<file path="src/sv/ptb_pkg.sv">
`default_nettype none

package ptb_pkg;

  // Fixed field widths of the command channel.
  localparam int CMD_W   = 3;
  localparam int INDEX_W = 3;
  localparam int VALUE_W = 16;

  // Command codes; code 7 is unused and does nothing.
  typedef enum logic [CMD_W-1:0] {
    CMD_TICK         = 3'd0,
    CMD_START        = 3'd1,
    CMD_TEST_FLAG    = 3'd2,
    CMD_CLEAR_FLAG   = 3'd3,
    CMD_STOP         = 3'd4,
    CMD_LOAD_TIMEOUT = 3'd5,
    CMD_TEST_TIMEOUT = 3'd6
  } cmd_t;

  // Command token that walks down the cell chain and gathers the answer.
  typedef struct packed {
    logic                 valid;
    cmd_t                 cmd;
    logic [INDEX_W-1:0]   index;
    logic [VALUE_W-1:0]   value;
    logic                 flag;
  } token_t;

endpackage

`default_nettype wire

</file>
<file path="src/sv/ptb_cell.sv">
`default_nettype none

module ptb_cell #(
  parameter int  CELL_ID     = 0,
  parameter bit  HAS_P       = 1'b1,
  parameter bit  HAS_T       = 1'b1,
  parameter int  COUNT_WIDTH = 16
) (
  input  wire logic            clk,
  input  wire logic            rst,
  input  wire logic            advance,
  input  wire ptb_pkg::token_t tok_in,
  output ptb_pkg::token_t      tok_out
);
  import ptb_pkg::*;

  localparam bit REACH = (CELL_ID < (1 << INDEX_W));

  logic [COUNT_WIDTH-1:0] pcount;
  logic [COUNT_WIDTH-1:0] preload;
  logic                   pactive;
  logic                   pdone;
  logic [COUNT_WIDTH-1:0] tcount;

  logic                   hit;
  logic                   pmatch;
  logic                   tmatch;
  logic                   work;
  logic [COUNT_WIDTH-1:0] val;
  logic [COUNT_WIDTH-1:0] pdec;
  logic                   answer;

  // Decode whether this cell takes part in the passing command.
  always_comb begin
    hit    = REACH && (tok_in.index == INDEX_W'(CELL_ID));
    pmatch = HAS_P && hit;
    tmatch = HAS_T && hit;
    work   = advance && tok_in.valid;
    val    = COUNT_WIDTH'(tok_in.value);
    pdec   = pcount - COUNT_WIDTH'(1);
  end

  // Answer of the test commands addressed to this cell.
  always_comb begin
    answer = 1'b0;
    case (tok_in.cmd)
      CMD_TEST_FLAG:    answer = pmatch && pdone;
      CMD_TEST_TIMEOUT: answer = tmatch && (tcount == '0);
      default:          answer = 1'b0;
    endcase
  end

  // Counter state of this entry, updated as the token passes.
  always_ff @(posedge clk) begin
    if (rst) begin
      pcount  <= '0;
      preload <= '0;
      pactive <= 1'b0;
      pdone   <= 1'b0;
      tcount  <= '0;
    end else if (work) begin
      case (tok_in.cmd)
        CMD_TICK: begin
          if (HAS_P && pactive) begin
            if (pdec == '0) begin
              pcount <= preload;
              pdone  <= 1'b1;
            end else begin
              pcount <= pdec;
            end
          end
          if (HAS_T && (tcount != '0)) begin
            tcount <= tcount - COUNT_WIDTH'(1);
          end
        end
        CMD_START: begin
          if (pmatch) begin
            pactive <= 1'b1;
            pdone   <= 1'b0;
            preload <= val;
            pcount  <= val;
          end
        end
        CMD_CLEAR_FLAG: begin
          if (pmatch) begin
            pdone <= 1'b0;
          end
        end
        CMD_STOP: begin
          if (pmatch) begin
            pactive <= 1'b0;
          end
        end
        CMD_LOAD_TIMEOUT: begin
          if (tmatch) begin
            tcount <= val;
          end
        end
        default: begin
        end
      endcase
    end
  end

  // Hand the token on to the next cell.
  always_ff @(posedge clk) begin
    if (rst) begin
      tok_out.valid <= 1'b0;
    end else if (advance) begin
      tok_out.valid <= tok_in.valid;
    end
  end

  always_ff @(posedge clk) begin
    if (advance) begin
      tok_out.cmd   <= tok_in.cmd;
      tok_out.index <= tok_in.index;
      tok_out.value <= tok_in.value;
      tok_out.flag  <= tok_in.flag | answer;
    end
  end

endmodule

`default_nettype wire

</file>
<file path="src/sv/periodic_and_timeout_timer_bank.sv">
// A command's result is registered in the output register after its token has passed every cell.
// One command is in flight at a time: its token walks the cell chain one cell per cycle,
// output stalls hold the chain, and a new command is taken once the token leaves the last cell.
// Reset (synchronous, active high) clears all counters, periods, flags and activity bits
// and empties the chain and the output register.
`default_nettype none

module periodic_and_timeout_timer_bank #(
  parameter int NUM_PERIODIC = 8,
  parameter int NUM_TIMEOUT  = 8,
  parameter int COUNT_WIDTH  = 16
) (
  input  wire logic                         clk,
  input  wire logic                         rst,
  input  wire logic                         in_valid,
  output      logic                         in_ready,
  input  wire logic [ptb_pkg::CMD_W-1:0]    command,
  input  wire logic [ptb_pkg::INDEX_W-1:0]  index,
  input  wire logic [ptb_pkg::VALUE_W-1:0]  value,
  output      logic                         out_valid,
  input  wire logic                         out_ready,
  output      logic                         flag
);
  import ptb_pkg::*;

  localparam int NUM_CELLS = (NUM_PERIODIC > NUM_TIMEOUT) ? NUM_PERIODIC : NUM_TIMEOUT;

  token_t               tok [NUM_CELLS+1];
  token_t               tok_head;
  logic [NUM_CELLS-1:0] tok_valid;
  logic                 busy;
  logic                 advance;
  logic                 in_xfer;
  logic                 last_valid;

  // Input transfer and the token that enters the first cell.
  always_comb begin
    in_ready       = !busy;
    in_xfer        = in_valid && in_ready;
    tok_head.valid = in_xfer;
    tok_head.cmd   = cmd_t'(command);
    tok_head.index = index;
    tok_head.value = value;
    tok_head.flag  = 1'b0;
    last_valid     = tok[NUM_CELLS].valid;
    advance        = !out_valid || out_ready || !last_valid;
  end

  assign tok[0] = tok_head;

  // Chain of counter cells, one per index, each holding that index's periodic and timeout counters where they exist.
  for (genvar k = 0; k < NUM_CELLS; k++) begin : g_cell
    ptb_cell #(
      .CELL_ID     (k),
      .HAS_P       (k < NUM_PERIODIC),
      .HAS_T       (k < NUM_TIMEOUT),
      .COUNT_WIDTH (COUNT_WIDTH)
    ) u_cell (
      .clk     (clk),
      .rst     (rst),
      .advance (advance),
      .tok_in  (tok[k]),
      .tok_out (tok[k+1])
    );
    assign tok_valid[k] = tok[k+1].valid;
  end

  // One command in flight at a time.
  always_ff @(posedge clk) begin
    if (rst) begin
      busy <= 1'b0;
    end else if (in_xfer) begin
      busy <= 1'b1;
    end else if (advance && last_valid) begin
      busy <= 1'b0;
    end
  end

  // Output register takes the token leaving the last cell.
  always_ff @(posedge clk) begin
    if (rst) begin
      out_valid <= 1'b0;
    end else if (advance && last_valid) begin
      out_valid <= 1'b1;
    end else if (out_ready) begin
      out_valid <= 1'b0;
    end
  end

  always_ff @(posedge clk) begin
    if (advance && last_valid) begin
      flag <= tok[NUM_CELLS].flag;
    end
  end

`ifndef NO_ASSERTIONS
  // At most one command token is in the chain.
  a_one_token: assert property (@(posedge clk) disable iff (rst) $onehot0(tok_valid))
    else $error("more than one command token in the cell chain");

  // The block is busy exactly while a token is in the chain.
  a_busy_match: assert property (@(posedge clk) disable iff (rst) busy == (|tok_valid))
    else $error("busy flag disagrees with the chain contents");

  // A new result only comes from a token that left the last cell.
  a_result_src: assert property (@(posedge clk) disable iff (rst)
    $rose(out_valid) |-> $past(last_valid))
    else $error("result appeared without a token leaving the chain");
`endif

endmodule

`default_nettype wire

</file>
<file path="config.mk">
export PLATFORM = sky130hd
export DESIGN_NAME = periodic_and_timeout_timer_bank
export DESIGN_NICKNAME = d
export VERILOG_FILES = /design/src/sv/ptb_pkg.sv /design/src/sv/ptb_cell.sv /design/src/sv/periodic_and_timeout_timer_bank.sv
export SDC_FILE = /design/constraint.sdc
export NUM_CORES = 2
export LEC_CHECK = 0
export CAP_MARGIN = 30
export CORE_MARGIN = 2
export CORE_UTILIZATION = 50
export CTS_BUF_LIST = sky130_fd_sc_hd__clkbuf_8
export DETAILED_ROUTE_END_ITERATION = 6
export DONT_BUFFER_PORTS = 1
export GPL_ROUTABILITY_DRIVEN = 0
export HOLD_SLACK_MARGIN = 0.08
export PLACE_DENSITY = 0.68
export SLEW_MARGIN = 20
export SYNTH_ARGS = -nofsm -noshare
export SYNTH_HDL_FRONTEND = slang
export SYNTH_SLANG_ARGS = --single-unit
</file>
<file path="constraint.sdc">
create_clock -name clk -period 18.65 [get_ports clk]
set_clock_uncertainty 0.2 [all_clocks]
set_input_delay 2.7975 -clock clk [delete_from_list [all_inputs] [get_ports clk]]
set_output_delay 2.7975 -clock clk [all_outputs]
set_load 0.005 [all_outputs]
</file>
==> summary.md <==
| Metric | Value |
|---|---|
| GR Util All Layers | `25.21%` |
| Most common library cells after synthesis | `583 x nand2_1, 425 x nor2_1, 410 x dfxtp_1` |
| Initial antenna violation count | `1` |
| Max-cap violations | `0` |
| Synth area leader | `dfxtp_1` |
| Syn Inst Count | `3484` |
| Ports | `29` |
| DRC viols | `0` |
| Cell leakage power | `0.01098 uW` |
| Synth-to-layout area growth | `8.860%` |
| Buffers on Ports | `0` |
| Crit path cell chain | `inv_1 > and3_1 > inv_6 > buf_4 > buf_4 > nand3_1 > nor3_1 > buf_4 > o21ai_0 > a21oi_1 > nor2_1` |
| Post-route cell area | `31050 sq um` |
| Critical Path Start | `out_ready` |
| Most common cell on crit path | `buf_4` |
| Seq/Total Area, Yosys | `45.93%` |
| Sum Neg Setup Slack | `0 ns` |
| Num CTS Buffers | `98` |
| Number of synthesized flops with an enable pin | `163` |
| Post-CTS setup repair buffer count | `0` |
| Rows | `87` |
| Setup CP Type | `in -> reg` |
| Clk slew on worst S/H paths | `0.06 ns` |
| Critical path capture point type | `register` |
| H-Tree Depth | `3` |
| Leading cell types by total area after synthesis | `dfxtp_1 29%, edfxtp_1 17%, nand2_1 7.7%, a21oi_1 6.3%, nor2_1 5.6%` |
| Worst skew pair latency | `0.68 ns` |
| Delay-heaviest family, CP | `buffers and inverters` |
| Status | `finished clean` |
| Worst vdd ir | `0.05410 mV` |
| CP max-delay cell | `buf_4` |
| Main flop type after synthesis | `dfxtp_1` |
| Remaining Overflow, GRT | `0` |
| Synth Register Bits | `573` |
| Hold Path Class | `reg -> reg` |
| Power per cell area | `83.15 nW/um^2` |
| Max Fclk | `0.1544 GHz` |
| Fin. max-slew vios | `0` |
| Top cell type's share of synthesized area | `28.77%` |
| Final ANT Viol Nets | `0` |
| Clk network pwr share | `45.3%` |
| Part of the power in registers | `51.9%` |
| Fin nets | `3448` |
| Async S/R FF share, synth | `0%` |
| Unrepaired setup endpoints after global routing | `no` |
| Slew headroom | `35.48%` |
| Post-route setup slack | `12.17 ns` |
| Syn_nets | `3534` |
| Internal power | `1964 uW` |
| Clk root buf | `clkbuf_8` |
| Setup violations, final | `0` |
| Tmin final | `6.476 ns` |
| Die Wd | `242.9 um` |
| Routed WL | `76390 um` |
| Critical Path Max Stage Delay | `0.64 ns` |
| Syn Std Cell Area | `28520 sq um` |
| Required @ worst endpoint | `19.02 ns` |
| Clock Sinks | `573` |
| Wirelength per Cell | `18.01 um` |
| Top-count cell post-synth | `nand2_1` |
| Synth warnings | `0` |
| PostCTS Resize Cnt | `0` |
| Dpl ws | `11.47 ns` |
| Initial core utilization | `50.59%` |
| WP buf/inv | `5` |
| Initial DRC count | `2404` |
| Number of global-route vias before repair | `23800` |
| Post-CTS Hold Buffers | `0` |
| Switch share | `23.92%` |
| Critical path peak fanout | `79` |
| Worst r2r src | `out_valid$_SDFFE_PP0P_` |
| Crit start category | `input port` |
| Pre-antenna DRT Iters | `7` |
| Layout cell share with drive strength beyond 1 | `7.348%` |
| First-pass GRT wire length | `123600 um` |
| Overall power | `2582 uW` |
| Hold Vio Cnt, Final | `0` |
| Worst-margin pin slew | `0.9643 ns` |
| Tcrit/Tclk final | `34.72%` |
| Unique cell type count in the Yosys netlist | `91` |
| CTS tree | `yes` |
| Crit path DAT | `6.85 ns` |
| Combinational group share of total power | `2.7%` |
| Area after DPL | `28970 sq um` |
| Vias per inst | `6.047` |
| Largest net degree at the start of global routing | `423` |
| Die Span Y | `242.9 um` |
| Min-delay src | `g_cell[0].u_cell.tok_out[19]$_DFFE_PN_` |
| Core area | `56390 sq um` |
| Via count | `25650` |
| Clock Path Buffers | `3` |
| Die ar. | `58980 sq um` |
| Hpwl dp | `49680 um` |
| Avg Cell Area, Syn | `8.187 sq um` |
| P_sw | `617.8 uW` |
## path summary, 6_finish.rpt
path	endpoint	slack (ns)	cells after the start
worst max-delay path	g_cell[0].u_cell.tcount[7]$_SDFFE_PP0P_	12.17	11
worst min-delay path	g_cell[1].u_cell.tok_out[19]$_DFFE_PN_	0.24	0
worst max register to register	g_cell[0].u_cell.tcount[7]$_SDFFE_PP0P_	13.99	10
worst min register to register	g_cell[1].u_cell.tok_out[19]$_DFFE_PN_	0.24	0
## stage by stage
step / instances / utilization (%) / hold slack [ns]
after floorplan: 3484 / - / 0.2003
after global placement: 4039 / 51.22 / 0.2344
after detailed placement: 4047 / 51.38 / 0.2369
after CTS: 4233 / 54.98 / 0.2363
after global routing: 4241 / 55.07 / 0.2478
final: 4241 / 55.07 / 0.2432
## cells by family (layout without fill, tap and decap cells)
family                   Yosys count  after routing  share of synthesized area (%)
AND/OR/NAND/NOR                 1587           1587                          25.76
flip-flops                       573            573                          45.93
multiplexers                      11             11                         0.4079
adder cells (fa/ha/maj)           24             24                          1.053
buffers and inverters            294            294                          4.031
AO/OA/AOI/OAI                    895            895                          19.74
XOR/XNOR                         100            100                          3.070
other                              0              1                              0
## worst register-to-register path, stage by stage (launching register included)
cell and delay, ns:
dfxtp_1 0.34, and3_1 0.44, inv_6 0.63, buf_4 0.66, buf_4 0.65, nand3_1 0.38, nor3_1 0.62, buf_4 0.30
o21ai_0 0.10, a21oi_1 0.18, nor2_1 0.05
## flip-flops by register name (all words and copies together) (netlist names)
signal and cells:
busy 1, g_cell.u_cell.pactive 8, g_cell.u_cell.tcount 128, g_cell.u_cell.tok_out 170
flag 1, g_cell.u_cell.preload 128, out_valid 1, g_cell.u_cell.pdone 8
g_cell.u_cell.pcount 128
## placed cells by master, fill, tap and decap left out, drive strengths merged, types with 13 or more instances in the layout
cell type  instances
or3               48
nand2            583
inv               92
o21ai            158
nand3b            17
xnor2             55
nor3             180
clkinv            33
edfxtp           163
buf               43
nor4             110
nand4             28
a211oi            82
nand3             51
o211ai            26
a22oi             47
xor2              45
nor3b             22
dfxtp            410
clkbuf           116
o31ai             20
a31oi             27
and3              13
or4               17
ha                24
o41ai             15
o22ai             20
nand2b            16
nor2             425
or2               15
a2111oi           30
a21oi            361
## layer usage
layer | track usage (%) | wire [um]
met1 | 32.85 | 33060
met2 | 42.04 | 36300
met3 | 3.848 | 4713
met4 | 10.05 | 2319
met5 | 0 | 0
## power groups by stage
stage	registers, uW	logic (uW)	clock network, uW
6_report	1340	70.8	1170
5_1_grt	1340	79.8	1250
4_1_cts	1340	69.2	1190
3_5_place_dp	1370	68.8	0
3_3_place_gp	1370	66.5	0
2_1_floorplan	1340	70.8	0
## final cells by class
class / instances / area, sq um
well taps: 756 / 945.9
diodes: 1 / 2.502
multi-input cells: 2617 / 14380
clock buffers: 112 / 1541
clock inverters: 74 / 490.5
repair buffers: 47 / 356.6
flip-flops and latches: 573 / 13100
fillers: 5120 / 25330
inverters: 61 / 234.0
No activity file was read; power rests on OpenSTA's default activity.
